[config.mk]
export PLATFORM = sky130hd
export DESIGN_NAME = dpr_mul
export DESIGN_NICKNAME = d
export VERILOG_FILES = /design/src/hw/rtl/dpr_pkg.sv /design/src/hw/rtl/dpr_mul.sv
export SDC_FILE = /design/constraint.sdc
export NUM_CORES = 2
export LEC_CHECK = 0
export BUFFER_PORTS_ARGS = -buffer_cell sky130_fd_sc_hd__buf_2
export CAP_MARGIN = 40
export CORE_UTILIZATION = 35
export DETAILED_ROUTE_END_ITERATION = 6
export PLACE_DENSITY_LB_ADDON = 0.05
export SETUP_SLACK_MARGIN = 0.5
export SLEW_MARGIN = 20
export SYNTH_ARGS = -nofsm -noshare
export SYNTH_HDL_FRONTEND = slang
export SYNTH_SLANG_ARGS = --single-unit
[constraint.sdc]
create_clock -name clk -period 6.7 [get_ports clk]
set_input_delay 0 -clock clk [delete_from_list [all_inputs] [get_ports clk]]
set_output_delay 0 -clock clk [all_outputs]
set_load 0.1 [all_outputs]
[src/hw/rtl/dpr_pkg.sv]
`timescale 1ns / 1ps
package dpr_pkg;

  localparam int FRAC_BITS = 16;
  localparam int DAMP_BITS = 16;
  localparam int MW = 33;                  // multiplier operand width
  localparam int PW = 2 * MW;              // product width
  localparam int QW = FRAC_BITS + 1;       // quotient bits, covers one
  localparam int DVW = 32 + FRAC_BITS;     // dividend width
  localparam int ROOT_ITERS = 32;
  localparam int CW = 6;                   // iteration counter width
  localparam logic [QW-1:0] ONE = QW'(1) << FRAC_BITS;

  typedef enum logic [2:0] {
    OP_LOAD  = 3'd0,
    OP_CLEAR = 3'd1,
    OP_ADD   = 3'd2,
    OP_REPEL = 3'd3,
    OP_DAMP  = 3'd4,
    OP_INTEG = 3'd5
  } op_t;

  localparam logic [1:0] REG_DAMPING_GAIN = 2'd0;
  localparam logic [1:0] REG_REPEL_RADIUS = 2'd1;
  localparam logic [1:0] REG_REPEL_SCALE  = 2'd2;

  typedef struct packed {
    logic start;
    logic div_mode;
  } dpr_cmd_t;

  function automatic logic signed [31:0] sat32(input logic signed [PW-1:0] v);
    logic hi_ones;
    logic hi_zeros;
    hi_ones  = &v[PW-1:31];
    hi_zeros = ~|v[PW-1:31];
    if (hi_ones || hi_zeros) return v[31:0];
    else if (v[PW-1]) return 32'sh8000_0000;
    else return 32'sh7fff_ffff;
  endfunction

endpackage

[src/hw/rtl/dpr_mul.sv]
`timescale 1ns / 1ps
module dpr_mul import dpr_pkg::*; (
  input  logic                 clk,
  input  logic signed [MW-1:0] a,
  input  logic signed [MW-1:0] b,
  output logic signed [PW-1:0] p
);

  always_ff @(posedge clk) begin
    p <= a * b;
  end

endmodule

After elaboration in Yosys (flattened, before gate mapping)
Index checks and enable logic that the tools add are counted.
Storage, ports and cells
  flip-flop bits (word level): 66
  word-level logic and storage cells: 2
  output and inout bits: 66
  input port bits: 67
Cells by class
  multiply operators: 1
Operator list (count)
  multiplier 33 x 33 -> 66 bit: 1

Depth between registers and ports, before layout
  word-level depth: 1
  mapped depth: 27
  mapped depth without buffers: 26

Worst setup path after synthesis
No wires, ideal clock.
  path kind: input -> register
  start point: input a[32]
  end point: register p[62]
  setup time: 0.079 ns
  required time: 6.621 ns
  buffers on the path: 2
  stages on the path: 23
  data arrival time: 7.157 ns
  path slack: -0.536 ns
  cells stage by stage: clkbuf_1 nand2_1 inv_1 fa_1 fa_1 fa_1 fa_1 fa_1 fa_1 fa_1 inv_1 fa_1 inv_1 ha_1 clkbuf_1 and3_1 nand3_1 nand2b_1 a2111oi_4 a211oi_4 a21o_2 a21o_1 a211oi_2
Between the ends
  word-level cells in the longest chain between the ends: 1
RTL lines
  start: declaration: line dpr_mul.sv:4  | input logic signed [MW-1:0] a,
  multiplier 33 x 33 -> 66 bit: line dpr_mul.sv:10  | p <= a * b;
  end signal: assignment: line dpr_mul.sv:10
  end: declaration: line dpr_mul.sv:6  | output logic signed [PW-1:0] p
No other way between the ends.

Worst setup path in the final report
  start point: input a[23]
  end point: register p[46]
The elaborated chain is that of the path after synthesis.

==> summary.md <==
| Metric | Value |
|---|---|
| Standard cell with the maximum stage delay on the critical path | sky130_fd_sc_hd__fa_1 |
| Top fanout value on the critical path | 5 |
| Delay of the slowest critical-path stage | between 0.5 and 0.6 ns |
| Post-route fraction of the period consumed by the critical path | a little over nine tenths |
| Number of endpoints failing setup at the final stage | 0 |
| Core region area | 115000 µm² |
| Multiplexer area fraction after synthesis | 0% |
| Regs by FF count | p (66) |
| Layout filler cell count | roughly 11k |
| Pin count of the biggest net entering global routing | 24 |
| Setup repair after global routing missed its margin | true |
| Std cell rows | between 100 and 150 |
| Post-synth ARST share | 0% |
| Clock buffers created by TritonCTS | 9 |
| Vias in the first global route | ~34k |
| Data arrival time of the worst path | approximately 6.8 ns |
| DR WL/cell | ~20 µm |
| Global route overflow | 0 |
| Largest area contributor in the synthesized netlist | sky130_fd_sc_hd__fa_1 |
| Top flip-flop cell by instance count after synthesis | sky130_fd_sc_hd__dfxtp_1 |
| Number of vias per cell after detailed routing | between 4 and 5 |
| Number of clock sinks seen by CTS | 66 |
| Register containing the most flip-flops in the final layout | p |
| Maximum buffer depth of the clock tree | 2 |
| Post-route worst hold slack | approximately 0.27 ns |
| Portion of synthesized cell area occupied by the leading cell type | 56.3% |
| Fmax | about 150 MHz |
| Initial core utilization | a little over a third |
| Category of the critical setup timing path | in -> reg |
| Startpoint of the most critical setup path | a[23] |
| Die height | between 300 and 400 µm |
| Main combinational cell family by area after synthesis | adder cells |
| Number of flops mapped to enable cells by yosys | 0 |
| Post-synthesis share of cell area spent on xor and xnor gates | approximately 1.5% |
| Simple-Gate Fraction of Synth Area | between 10% and 20% |
| Syn Nets | roughly 5.8k |
| Final hold vios | 0 |
| Number of distinct library cells after synthesis | 80 |
| Leading post-synthesis cells by cell area | sky130_fd_sc_hd__fa_1, sky130_fd_sc_hd__inv_1, sky130_fd_sc_hd__and2_1, sky130_fd_sc_hd__ha_1, sky130_fd_sc_hd__nand2_1 |
| Top post-synthesis cells by count | sky130_fd_sc_hd__fa_1, sky130_fd_sc_hd__inv_1, sky130_fd_sc_hd__and2_1 |
| Die area | ~120000 µm² |
| Most used cell along the critical path | sky130_fd_sc_hd__fa_1 |
| Number of instances in the synthesized netlist | ~4.3k |
| Post-synthesis adder-cell area fraction | ~63% |
| Most used routing layer | met2 |
| TritonCTS clock tree | done |
| Required time reported for the critical path endpoint | 7.00 ns |
| Footprint of the flip-flops and latches | approximately 1300 µm² |
| First DRT Iteration DRCs | roughly 1.1k |
| Area fraction in compound gates after synthesis | just over 4% |
| Antenna-violating nets left | 0 |
| Summed instance area of the synthesized netlist | slightly above 40000 µm² |
| Clock tree root driver cell | sky130_fd_sc_hd__clkbuf_16 |
| Post-synthesis sequential element count | 66 |
| Sequential element share of the synthesized area | 3.24% |
| Count of max-cap constraint violations | 0 |
| Count leader, synth | sky130_fd_sc_hd__fa_1 |
| Routed via count | around 29k |
| Pins Over Slew Limit | 0 |
| Global-route track usage on met2 | a little over two fifths |
| Multi-input combinational cell area | roughly 36000 µm² |
| Total length of routed wires | 127000 µm |
| Synth-to-Final Area Change | 24.5% |
| Hold WC Path Type | in -> reg |
| Net count of the finished layout | 6303 |
| Result of the run | finished clean |
| Util after Layout | 44.2% |
| Count of placed standard cells including taps | roughly 6.3k |
| Sort of element at the start of the critical path | input port |
| Finished Layout Cells | around 6.4k |
| Number of antenna violations at the first check in global routing | 5 |
| Placer's final routability congestion estimate | about 0.83 |
| HPWL after detailed placement | about 110000 µm |
| Post-synthesis average cell area | ~9.4 µm² |
| Global routing met1 resource utilization | 30.1% |
| Time the worst path needs with I/O delays and setup | around 6.5 ns |
| Measured slew at the worst slew-check pin | between 0.5 and 0.6 ns |
| Quantity of I/O buffers inserted on ports | 132 |
| Worst setup EP type | flop |
| H-tree Lvls | 3 |
| Startpoint of the tightest hold check path | b[1] |
| Proportion of layout cells with a drive suffix above 1 | between 20% and 30% |
| Flip-flop count of the largest register after layout | between 60 and 70 |
| I/O pin count | 133 |
| First-pass iteration count of the detailed router | 5 |
| Die X-Extent | between 300 and 400 µm |
| First-pass GRT wire length | 203000 µm |
| Overall Global Routing Usage | between 20% and 30% |
| Clock Pin Slew Worst Setup and Hold Paths | about 0.06 ns |
| Post-route DRC violation count | 0 |
| Relative max-transition margin | between 60% and 70% |
| Global Route met3 Usage | ~1.2% |
| YS warnings | 0 |
[area by class of cell]
type / count / share of cell area [%]
multi-input combinational: 2920 / 71.0
clock buffer: 9 / 0.444
sequential: 66 / 2.61
inverter: 1131 / 8.38
clock inverter: 7 / 0.106
antenna: 3 / 0.0148
timing repair buffer: 746 / 13.7
tap: 1512 / 3.73
[repair_timing]
action | in CTS | in global routing
gates resized for setup | 330 | 233
hold buffers | 0 | 0
setup buffers | 55 | 30
gates cloned | 6 | 5
hold endpoints to repair | 0 | 0
pin swaps | 152 | 137
endpoints found under the setup margin | 46 | 46
[per-layer routing]
| layer | vias to the layer above | wire length [µm] |
|---|---|---|
| met5 | - | 12 |
| met4 | 2 | 2060 |
| met3 | 92 | 3190 |
| li1 | 13400 | - |
| met2 | 402 | 66000 |
| met1 | 15400 | 56100 |
[through the flow]
stage          area [µm²]  worst slack [ns]  setup TNS, ns
4_1_cts             49500            0.0973              0
3_5_place_dp        47200            -0.752         -19.13
5_1_grt             50700           -0.0101        -0.0125
6_report            50700             0.169              0
3_3_place_gp        47200            -0.746         -19.01
2_1_floorplan       41200             0.149              0
[critical path, delay by kind of cell]
family	cells	cell delay [ns]
fa+ha+maj	9	4.24
compound gates	7	1.60
buf+inv	9	0.76
simple gates	2	0.22
[layout by cell type (no fill, tap or decap), types with 9 or more instances in the layout]
cell	count
sky130_fd_sc_hd__a21oi_2	26
sky130_fd_sc_hd__xor2_1	20
sky130_fd_sc_hd__inv_1	1066
sky130_fd_sc_hd__buf_6	85
sky130_fd_sc_hd__a21oi_1	27
sky130_fd_sc_hd__inv_2	64
sky130_fd_sc_hd__dfxtp_1	66
sky130_fd_sc_hd__and2_1	526
sky130_fd_sc_hd__clkbuf_16	14
sky130_fd_sc_hd__a21o_1	36
sky130_fd_sc_hd__o21ai_1	9
sky130_fd_sc_hd__buf_2	76
sky130_fd_sc_hd__nand2_2	15
sky130_fd_sc_hd__ha_1	172
sky130_fd_sc_hd__buf_8	26
sky130_fd_sc_hd__nand3_1	15
sky130_fd_sc_hd__and2_4	37
sky130_fd_sc_hd__nand2_1	530
sky130_fd_sc_hd__o21ai_0	11
sky130_fd_sc_hd__buf_12	60
sky130_fd_sc_hd__fa_1	1077
sky130_fd_sc_hd__nand4_1	11
sky130_fd_sc_hd__ha_4	44
sky130_fd_sc_hd__nor2_1	63
sky130_fd_sc_hd__fa_2	68
sky130_fd_sc_hd__buf_4	485
sky130_fd_sc_hd__xnor2_1	38
[cells by family after synthesis]
logic type	Yosys count
buffers and inverters	1352
XOR/XNOR	68
adder cells (fa/ha/maj)	1362
AND/OR/NAND/NOR	1271
AO/OA/AOI/OAI	219
flip-flops	66
[worst paths after layout]
check	to	slack [ns]	depth (start not counted)
setup / recovery	p[46]	0.17	27
hold / removal	p[1]	0.27	4
Power is not shown: default switching activity piles up to over one toggle a cycle in this logic, so the estimate is an artifact.
