## src/hw/rtl/dpr_pkg.sv

```systemverilog
`timescale 1ns / 1ps
package dpr_pkg;

  localparam int FRAC_BITS = 16;
  localparam int DAMP_BITS = 16;
  localparam int MW = 33;                  // multiplier operand width
  localparam int PW = 2 * MW;              // product width
  localparam int QW = FRAC_BITS + 1;       // quotient bits, covers one
  localparam int DVW = 32 + FRAC_BITS;     // dividend width
  localparam int ROOT_ITERS = 32;
  localparam int CW = 6;                   // iteration counter width
  localparam logic [QW-1:0] ONE = QW'(1) << FRAC_BITS;

  typedef enum logic [2:0] {
    OP_LOAD  = 3'd0,
    OP_CLEAR = 3'd1,
    OP_ADD   = 3'd2,
    OP_REPEL = 3'd3,
    OP_DAMP  = 3'd4,
    OP_INTEG = 3'd5
  } op_t;

  localparam logic [1:0] REG_DAMPING_GAIN = 2'd0;
  localparam logic [1:0] REG_REPEL_RADIUS = 2'd1;
  localparam logic [1:0] REG_REPEL_SCALE  = 2'd2;

  typedef struct packed {
    logic start;
    logic div_mode;
  } dpr_cmd_t;

  function automatic logic signed [31:0] sat32(input logic signed [PW-1:0] v);
    logic hi_ones;
    logic hi_zeros;
    hi_ones  = &v[PW-1:31];
    hi_zeros = ~|v[PW-1:31];
    if (hi_ones || hi_zeros) return v[31:0];
    else if (v[PW-1]) return 32'sh8000_0000;
    else return 32'sh7fff_ffff;
  endfunction

endpackage

```

## src/hw/rtl/dpr_root_div.sv

```systemverilog
`timescale 1ns / 1ps
module dpr_root_div import dpr_pkg::*; (
  input  logic           clk,
  input  logic           rst,
  input  dpr_cmd_t       cmd,
  input  logic [63:0]    radicand,
  input  logic [DVW-1:0] dividend,
  input  logic [31:0]    divisor,
  output logic           done,
  output logic [31:0]    result
);

  logic          busy;
  logic          mode;
  logic [CW-1:0] cnt;
  logic [63:0]   x;
  logic [63:0]   res;
  logic [63:0]   rbit;
  logic [31:0]   rem;
  logic [31:0]   dvs;
  logic [QW-1:0] shreg;
  logic [64:0]   rtrial;
  logic [32:0]   dtrial;

  assign rtrial = {1'b0, res} + {1'b0, rbit};
  assign dtrial = {rem, shreg[QW-1]};
  assign result = mode ? 32'(shreg) : res[31:0];

  always_ff @(posedge clk) begin
    if (rst) begin
      busy <= 1'b0;
      done <= 1'b0;
    end else begin
      done <= 1'b0;
      if (cmd.start) begin
        busy <= 1'b1;
        cnt  <= cmd.div_mode ? CW'(QW) : CW'(ROOT_ITERS);
      end else if (busy) begin
        cnt <= cnt - CW'(1);
        if (cnt == CW'(1)) begin
          busy <= 1'b0;
          done <= 1'b1;
        end
      end
    end
  end

  always_ff @(posedge clk) begin
    if (cmd.start) begin
      mode  <= cmd.div_mode;
      x     <= radicand;
      res   <= '0;
      rbit  <= 64'h1 << 62;
      // quotient fits QW bits, so the upper dividend part is below the divisor
      rem   <= 32'(dividend[DVW-1:QW]);
      shreg <= dividend[QW-1:0];
      dvs   <= divisor;
    end else if (busy) begin
      if (mode) begin
        if (dtrial >= {1'b0, dvs}) begin
          rem   <= 32'(dtrial - {1'b0, dvs});
          shreg <= {shreg[QW-2:0], 1'b1};
        end else begin
          rem   <= dtrial[31:0];
          shreg <= {shreg[QW-2:0], 1'b0};
        end
      end else begin
        if ({1'b0, x} >= rtrial) begin
          x   <= x - rtrial[63:0];
          res <= (res >> 1) + rbit;
        end else begin
          res <= res >> 1;
        end
        rbit <= rbit >> 2;
      end
    end
  end

endmodule

```

## config.mk

```make
export PLATFORM = sky130hd
export DESIGN_NAME = dpr_root_div
export DESIGN_NICKNAME = d
export VERILOG_FILES = /design/src/hw/rtl/dpr_pkg.sv /design/src/hw/rtl/dpr_root_div.sv
export SDC_FILE = /design/constraint.sdc
export NUM_CORES = 1
export LEC_CHECK = 0
export ABC_AREA = 1
export BUFFER_PORTS_ARGS = -buffer_cell sky130_fd_sc_hd__buf_2
export CAP_MARGIN = 10
export CORE_MARGIN = 2
export CORE_UTILIZATION = 40
export CTS_CLUSTER_DIAMETER = 80
export CTS_CLUSTER_SIZE = 14
export DETAILED_ROUTE_END_ITERATION = 10
export MAX_ROUTING_LAYER = met4
export PLACE_DENSITY_LB_ADDON = 0.3
export SLEW_MARGIN = 20
export SYNTH_ARGS = -nofsm -noshare
export SYNTH_HDL_FRONTEND = slang
export SYNTH_SLANG_ARGS = --single-unit
```

## constraint.sdc

```tcl
create_clock -name clk -period 10.56 [get_ports clk]
set_input_delay 2.64 -clock clk [delete_from_list [all_inputs] [get_ports clk]]
set_output_delay 2.64 -clock clk [all_outputs]
set_load 0.1 [all_outputs]
```

# [Yosys cells after proc, flatten, opt, wreduce, memory -nomap -nowiden]
# Index checks and enable logic that the tools add are counted.
[op_classes] add_sub_neg=5 n_lt_le_gt_ge=2 eq_ne=2 n_mux=21 n_bitwise=3 n_reduce_logical=9
[op_table] operator="two-way mux 64 bit" n=5
[op_table] operator="two-way mux 31 bit" n=3
[op_table] operator="adder 64 x 63 -> 65 bit" n=1
[op_table] operator="greater-or-equal comparator 64 x 65 -> 1 bit" n=1
[op_table] operator="adder 63 x 63 -> 64 bit" n=1
[op_table] operator="two-way mux 32 bit" n=2
[op_table] operator="subtractor 64 bit" n=1
[op_table] operator="two-way mux 17 bit" n=3
[op_table] operator="greater-or-equal comparator 33 x 32 -> 1 bit" n=1
[op_table] operator="subtractor 32 bit" n=1
[op_table] operator="two-way mux 6 bit" n=3
[op_table] operator="AND reduction 2 bit" n=4
[op_table] operator="== test 6 x 1 -> 1 bit (second input constant)" n=1
[op_table] operator="nonzero test 2 bit" n=3
[op_table] operator="subtractor 6 x 1 -> 6 bit (second input constant)" n=1
[op_table] operator="two-way mux 1 bit" n=5
[op_table] operator="NOT 1 bit" n=3
[op_table] operator="AND reduction 3 bit" n=1
[op_table] operator="OR reduction 3 bit" n=1
[op_table] operator="inequality test 2 bit (second input constant)" n=1
[word_totals] register_bits=250 inputBits=148 output_inout_bits=33 elab_cells=53

# [Longest topological paths before layout]
# Gate-level depths: netlist of the first run.
[logic_depth] ltp_word=6 depth_mapped=33 mapped_depth_nobuf=31

# [Worst setup path after synthesis of the first run]
# OpenSTA, ideal clock, no wires.
[synth_timing] kind="register to register" start="reg res[4]" end="reg x[0] (enable)" setup_time_ps=424 arrival_ps=5086 t_required_ps=10136 slack_ps=5051 stages_incl_launch_ff=27 path_buffers=2 period_less_slack_ps=5509 cell_sequence="dfxtp_1 -> ha_1 -> nand2_1 -> o21ai_1 -> nor2_1 -> o21ai_1 -> a21oi_1 -> inv_1 -> a21o_1 -> a21boi_1 -> o21ai_0 -> xor2_1 -> ha_1 -> nand2_1 -> nor2_1 -> nand2_1 -> nor2_1 -> nand3_1 -> a21oi_1 -> nor2_2 -> nor2_4 -> nand2_4 -> nand3_2 -> buf_6 -> buf_6 -> nand2_1 -> nand2_1"
[synth_via] elab_chain_len=4
[synth_rtl] item="start, declared" line="dpr_root_div.sv:17" rtl="logic [63:0] res;"
[synth_rtl] item="start signal, assigned" line="dpr_root_div.sv:70" rtl="res <= (res >> 1) + rbit;"
[synth_rtl] item="start signal, assigned" line="dpr_root_div.sv:72" rtl="res <= res >> 1;"
[synth_rtl] item="adder 64 x 63 -> 65 bit" line="dpr_root_div.sv:25" rtl="assign rtrial = {1'b0, res} + {1'b0, rbit};"
[synth_rtl] item="greater-or-equal comparator 64 x 65 -> 1 bit" line="dpr_root_div.sv:68" rtl="if ({1'b0, x} >= rtrial) begin"
[synth_rtl] item="nonzero test 2 bit (no line)"
[synth_rtl] item="AND reduction 3 bit (no line)"
[synth_rtl] item="end signal, assigned" line="dpr_root_div.sv:51" rtl="x <= radicand;"
[synth_rtl] item="end signal, assigned" line="dpr_root_div.sv:69" rtl="x <= x - rtrial[63:0];"
[synth_rtl] item="end, declared" line="dpr_root_div.sv:16" rtl="logic [63:0] x;"
# Every way passes these cells.
# A chain may end at the register's enable or synchronous reset.

# [Worst setup path in the final report of the first run]
[layout_timing] start="reg res[4]" end="reg x[24] (enable)"
# Same word-level chain as after synthesis.

==> results_dict.tcl, run 1 <==
set metrics [dict create \
    hold_depth 2 \
    yosys-top-cells-count "1031 x nand2_1, 497 x inv_1, 443 x nor2_1, 317 x nand3_1, 272 x a21oi_1" \
    ctsResizeCount 0 \
    port_buffers 180 \
    ys_async_sr_fraction_pct 0 \
    num-fill-cells 6533 \
    hold_viol_final 0 \
    die_h_um 251.1 \
    die_area_mm2 0.06306 \
    cts_buffer_depth 3 \
    slew_viol_final 0 \
    yosys_warnings 0 \
    yosysMostFrequentCell "nand2_1" \
    synth_edf_count 151 \
    hp-class "reg2reg" \
    slowest_stage "buf_4" \
    synth_seq_cells 250 \
    critical_path_class "reg2reg" \
    slowest_delay_ps 700 \
    rrSetupSlack_ps 4040 \
    hold_end "rbit[30]" \
    post_drt_wl_per_cell_um 18.91 \
    crit_fanout 64 \
    grt_pass1_wl_um 138900 \
    area.sequential_mm2 0.006516 \
    cts_hold_buf 0 \
    place_congestion 0.9835 \
    n_antenna_cell 0 \
    cts.clk_slew.worst_paths_ps 70 \
    clk_latency_ps 630 \
    placedCellCount 4710 \
    synth_top_area_cell "edfxtp_1" \
    r2r_end "x[24]" \
    synth_cell_type_count 54 \
    die_w_um 251.1 \
    post-route-period-util_pct 61.70 \
    cts_setup_buffers 0 \
    crit_top_cell "nand2_1" \
    finalWirelength_um 90070 \
    multi_input_area_mm2 0.01555 \
    syn_inst 3839 \
    drc_errors 0 \
    grt_setup_unrepaired "no" \
    finalSetupTns_ps 0 \
    start_util_pct 40.47 \
    outcome "finished clean" \
    p_leak_nw 11.77 \
    syn_to_final_growth_pct 10.06 \
    drt_first_pass_iters 6 \
    timing.rr.start "res[4]" \
    grtUsageTotal_pct 28.67 \
    tightest_slew_ps 1114 \
    cts_made_buffers 28 \
    drv_cap 0 \
    ioPinCount 181 \
    overflow 0 \
    setup-violations-final 0 \
    grt_pass1_vias 24130 \
    syn-cell-area_mm2 0.02443 \
    cp-start-kind "flop" \
    synth_fp_nets 4153 \
    cts-root-buf "clkbuf_16" \
    dp_hpwl_um 72700 \
    fin_crit_ps 6516 \
    antenna_found_initial 0 \
    max_freq_mhz 153.5 \
    cp.required_ps 10780 \
    antenna_left 0 \
    cts.sinks 250 \
    fin_cells 4762 \
    relSlewSlack_pct 25.73 \
    synthFlopType "edfxtp_1" \
    final_net_count 4272 \
    cts_tree "built" \
    fin_skew_ps 59.37 \
    arrival_ps 6730 \
    routed_via_density 5.391 \
    drive_gt1_share_pct 7.638 \
    reg2regPathDepth 26 \
    synth_area_leaders "edfxtp_1 19%, nand2_1 16%, ha_1 8.4%, dfxtp_1 8.1%, inv_1 7.6%" \
    rows 90 \
    holdCritStartpoint "rbit[32]" \
    drtIter0Drc 2425 \
    coreArea_mm2 0.06036 \
    vias 25670 \
    worstSetupEndpointType "flop" \
    avgSynthCellArea_um2 6.363 \
    p_per_area_mw_per_mm2 162.3 \
    htreeDepth 1 \
    finalPower_mw 4.363 \
    grt_start_max_net_pins 95 \
    yosys.area.top_type_share_pct 18.56 \
    peakVddDrop_mv 0.1577 \
    yosysSeqAreaShare_pct 26.68 \
]
flip-flops by register name, indices dropped and copies added, names as in the netlist:
signal,count
x,64
shreg,17
dvs,32
res,64
busy,1
rem,32
done,1
mode,1
cnt,6
rbit,32
cell type report:
class,count,area share [%]
Clock buffer,38,2.895
Clock inverter,14,0.5818
Inverter,505,7.061
Multi-Input combinational cell,2980,57.84
Sequential cell,250,24.24
Tap cell,782,3.640
Timing Repair Buffer,193,3.747
cell usage in the layout (no fill, tap or decap), types with 5 or more instances in the layout:
master and n:
nand2_1 1029, nand3_1 317, nand2_2 5, or2_2 31, inv_1 497, a21oi_1 272, xnor2_1 57, a221oi_1 12
nor3_1 40, o211ai_1 8, nand3b_1 41, nor4_1 9, buf_4 13, clkbuf_8 5, a21o_1 22, buf_2 179
dfxtp_1 99, edfxtp_1 151, clkbuf_1 6, clkbuf_16 28, inv_2 7, ha_1 164, a31oi_1 29, a211oi_1 5
o21bai_1 29, xor2_1 89, a21boi_0 11, nor2_1 442, o21ai_0 244, nand4_1 48, o22ai_1 5, o21ai_1 22
stage by stage:
step	worst slack, ps	hold slack [ps]	util, %	area (um^2)
final	4044	494.2	44.54	26880
after global placement	4339	480.5	42.99	25950
after detailed placement	4175	501.1	42.99	25950
after floorplan	5051	456.8	-	24430
after global routing	3528	524.5	44.54	26880
after CTS	4101	486.5	44.54	26880
worst max path at each step:
stage | startpoint | endpoint | slack, ps
floorplan | res[4] | x[0] | 5050
global placement | res[4] | x[1] | 4340
detailed placement | res[4] | x[14] | 4180
CTS | res[4] | x[51] | 4100
global route | res[4] | x[24] | 3530
finish | res[4] | x[24] | 4040
critical path, delay by kind of cell (launching register included):
| kind | cells | cell delay, ps |
|---|---|---|
| AND/OR/NAND/NOR | 13 | 2100 |
| AO/OA/AOI/OAI | 7 | 1380 |
| buffers and inverters | 3 | 1180 |
| adder cells (fa/ha/maj) | 2 | 680 |
| flip-flops | 1 | 480 |
| XOR/XNOR | 1 | 170 |
per-layer routing:
layer / vias up / part of all wire (%) / track usage [%]
li1: 12900 / - / -
met1: 11770 / 46 / 38.85
met2: 884 / 45 / 45.54
met3: 122 / 6.1 / 2.651
met4: 0 / 3.3 / 8.299
met5: - / 0 / -
cells by family after synthesis:
logic type                 count (synthesis)  share of synthesized area [%]
and+or+nand+nor                         1985                          34.35
AOI/OAI and AO/OA                        683                          15.45
buffers and inverters                    609                          9.722
DFF                                      250                          26.68
adders and majority gates                166                          8.565
xor gates and xnor gates                 146                          5.235
where the power goes:
group | internal (mW) | switching [mW] | total (mW)
clock | 0.534 | 0.483 | 1.02
combinational | 0.651 | 1.39 | 2.05
sequential | 1.20 | 0.103 | 1.30
total | 2.38 | 1.98 | 4.36
Power figures use the tool's default switching activity.
==> run 2: changes to the inputs <==
Clock period 10.56 ns to 5.8 ns, I/O delays scaled along.
==> run 2 against run 1 <==
Against the previous run:
- largest cell class unchanged
- final area up 0.32%
- critical path depth rose by 1
- non-clock buffer count up 15
- via count is 0.26% lower
- setup slack worse by 3500 ps
- clock power rose by 71%
- critical endpoint is now x[10]
- die area unchanged
- maximum frequency up 23%
- wire length shrank 3.4%
- highest routed layer unchanged
==> results_dict.tcl, run 2 (synthesis results as in run 1) <==
set metrics [dict create \
    grt_pass1_wl_um 133900 \
    cp_top_family "simple AND/OR/NAND/NOR gates" \
    seqPwrFrac_pct 30.3 \
    cp.required_ps 6040 \
    die_h_um 251.1 \
    cts_buffer_depth 3 \
    place_congestion 1.004 \
    p_comb_share_pct 47.4 \
    p_leak_nw 11.82 \
    final_common_cell "nand2_1" \
    hp-class "reg2reg" \
    hold_viol_final 0 \
    critical_path_class "reg2reg" \
    whs_ps 500.7 \
    grt_setup_unrepaired "no" \
    relSlewSlack_pct 36.88 \
    layout_common_cells "1029 x nand2_1, 496 x inv_1, 442 x nor2_1" \
    post-route-period-util_pct 91.05 \
    drtIter0Drc 2431 \
    grt_start_max_net_pins 107 \
    slew_viol_final 0 \
    setup-violations-final 0 \
    clock_power_share_pct 22.3 \
    clk_latency_ps 590 \
    cts_hold_buf 0 \
    peakVddDrop_mv 0.2627 \
    cp-start-kind "flop" \
    fin_skew_ps 38.29 \
    antenna_found_initial 4 \
    die_area_mm2 0.06306 \
    rows 90 \
    routed_via_density 5.368 \
    htreeDepth 1 \
    antenna_left 0 \
    die_w_um 251.1 \
    switching_power_mw 3.492 \
    post_drt_wl_per_cell_um 18.24 \
    ioPinCount 181 \
    cts_tree "built" \
    dp_hpwl_um 70740 \
    postLayoutCellArea_mm2 0.02697 \
    num-fill-cells 6579 \
    reg_top3 "res: 64 flops, x: 64 flops" \
    cts.clk_slew.worst_paths_ps 70 \
    grtUsageTotal_pct 27.65 \
    drc_errors 0 \
    drive_gt1_share_pct 7.880 \
    drt_first_pass_iters 5 \
    finalWirelength_um 87010 \
    cts-root-buf "clkbuf_16" \
    fin_crit_ps 5281 \
    slowest_delay_ps 530 \
    tightest_slew_ps 938.1 \
    outcome "finished clean" \
    grt_pass1_vias 23870 \
    final_net_count 4286 \
    coreArea_mm2 0.06036 \
    port_buffers 180 \
    p_int_mw 4.307 \
    switching_share_pct 44.77 \
    max_freq_mhz 189.4 \
    start_util_pct 40.47 \
    arrival_ps 5520 \
    slowest_stage "dfxtp_1" \
    crit_top_cell "nand2_1" \
    cts_made_buffers 27 \
    syn_to_final_growth_pct 10.41 \
    drv_cap 0 \
    placed_cell_area_mm2 0.02611 \
    vias 25610 \
    worstSetupEndpointType "flop" \
    finalSetupTns_ps 0 \
    p_per_area_mw_per_mm2 289.2 \
    cts.sinks 250 \
    cp_num_buf_inv 2 \
    overflow 0 \
    crit_fanout 64 \
]
run 2: power groups by stage:
stage | Combinational (mW) | Clock, mW | Sequential, mW
floorplan | 2.70 | 0 | 2.31
detailed placement | 3.64 | 0 | 2.40
global route | 4.12 | 1.84 | 2.39
CTS | 3.66 | 1.78 | 2.36
global placement | 3.63 | 0 | 2.39
finish | 3.70 | 1.74 | 2.36
run 2: worst paths after layout:
check / startpoint / end / slack, ps / cells past startpoint
hold reg to reg: rem[31] / rem[31] / 500 / 2
hold / removal: rem[31] / rem[31] / 500 / 2
setup reg to reg: res[6] / x[10] / 520 / 27
setup / recovery: res[6] / x[10] / 520 / 27
run 2: through the flow:
stage | power, mW | std cells | setup WS (ps) | util (%)
2_1_floorplan | 5.011 | 3839 | 290.8 | -
3_3_place_gp | 6.025 | 4725 | 676.0 | 43.26
3_5_place_dp | 6.036 | 4725 | 531.0 | 43.26
4_1_cts | 7.801 | 4767 | 503.6 | 44.65
5_1_grt | 8.346 | 4770 | 41.80 | 44.68
6_report | 7.800 | 4770 | 519.1 | 44.68
run 2: layout make-up:
class                   count  area [um^2]  area share, %
flip-flops and latches    250         6516          24.16
clock buffers              31        700.7          2.598
well taps                 782        978.4          3.628
multi-input cells        2980        15550          57.66
inverters                 505         1898          7.038
clock inverters            11        138.9         0.5150
diodes                      3        7.507        0.02784
repair buffers            208         1177          4.366
run 2: layer usage:
metal / up-vias / share of wire (%) / global-route usage, %
li1: 12930 / - / -
met1: 11660 / 44 / 36.41
met2: 890 / 45 / 43.92
met3: 130 / 7.2 / 4.028
met4: 0 / 3.3 / 8.435
met5: - / 0 / -
run 2: worst reg2reg max path, cell delays in order (launching register included):
cell and delay (ps):
dfxtp_1 530, ha_1 350, nand2_1 130, nor2_1 60, nor2_2 90, nand2_1 100
nand2_1 80, nand2_2 100, a21oi_1 220, o22ai_1 100, buf_4 160, a21oi_1 220
o21ai_0 210, xnor2_1 220, ha_1 390, nand2_1 100, nor2_1 150, nand2_1 100
nor2_1 160, nand3_1 90, a21oi_1 220, nor2_2 120, nor2_4 160, nand2_4 190
nand3_2 170, nand2_1 70, nand2_2 110, buf_16 320
run 2: timing repair:
item                                   CTS  global route
resized for setup                        0             2
endpoints found under the hold margin    0             0
setup buffers                            0             0
setup endpoints to repair                0            64
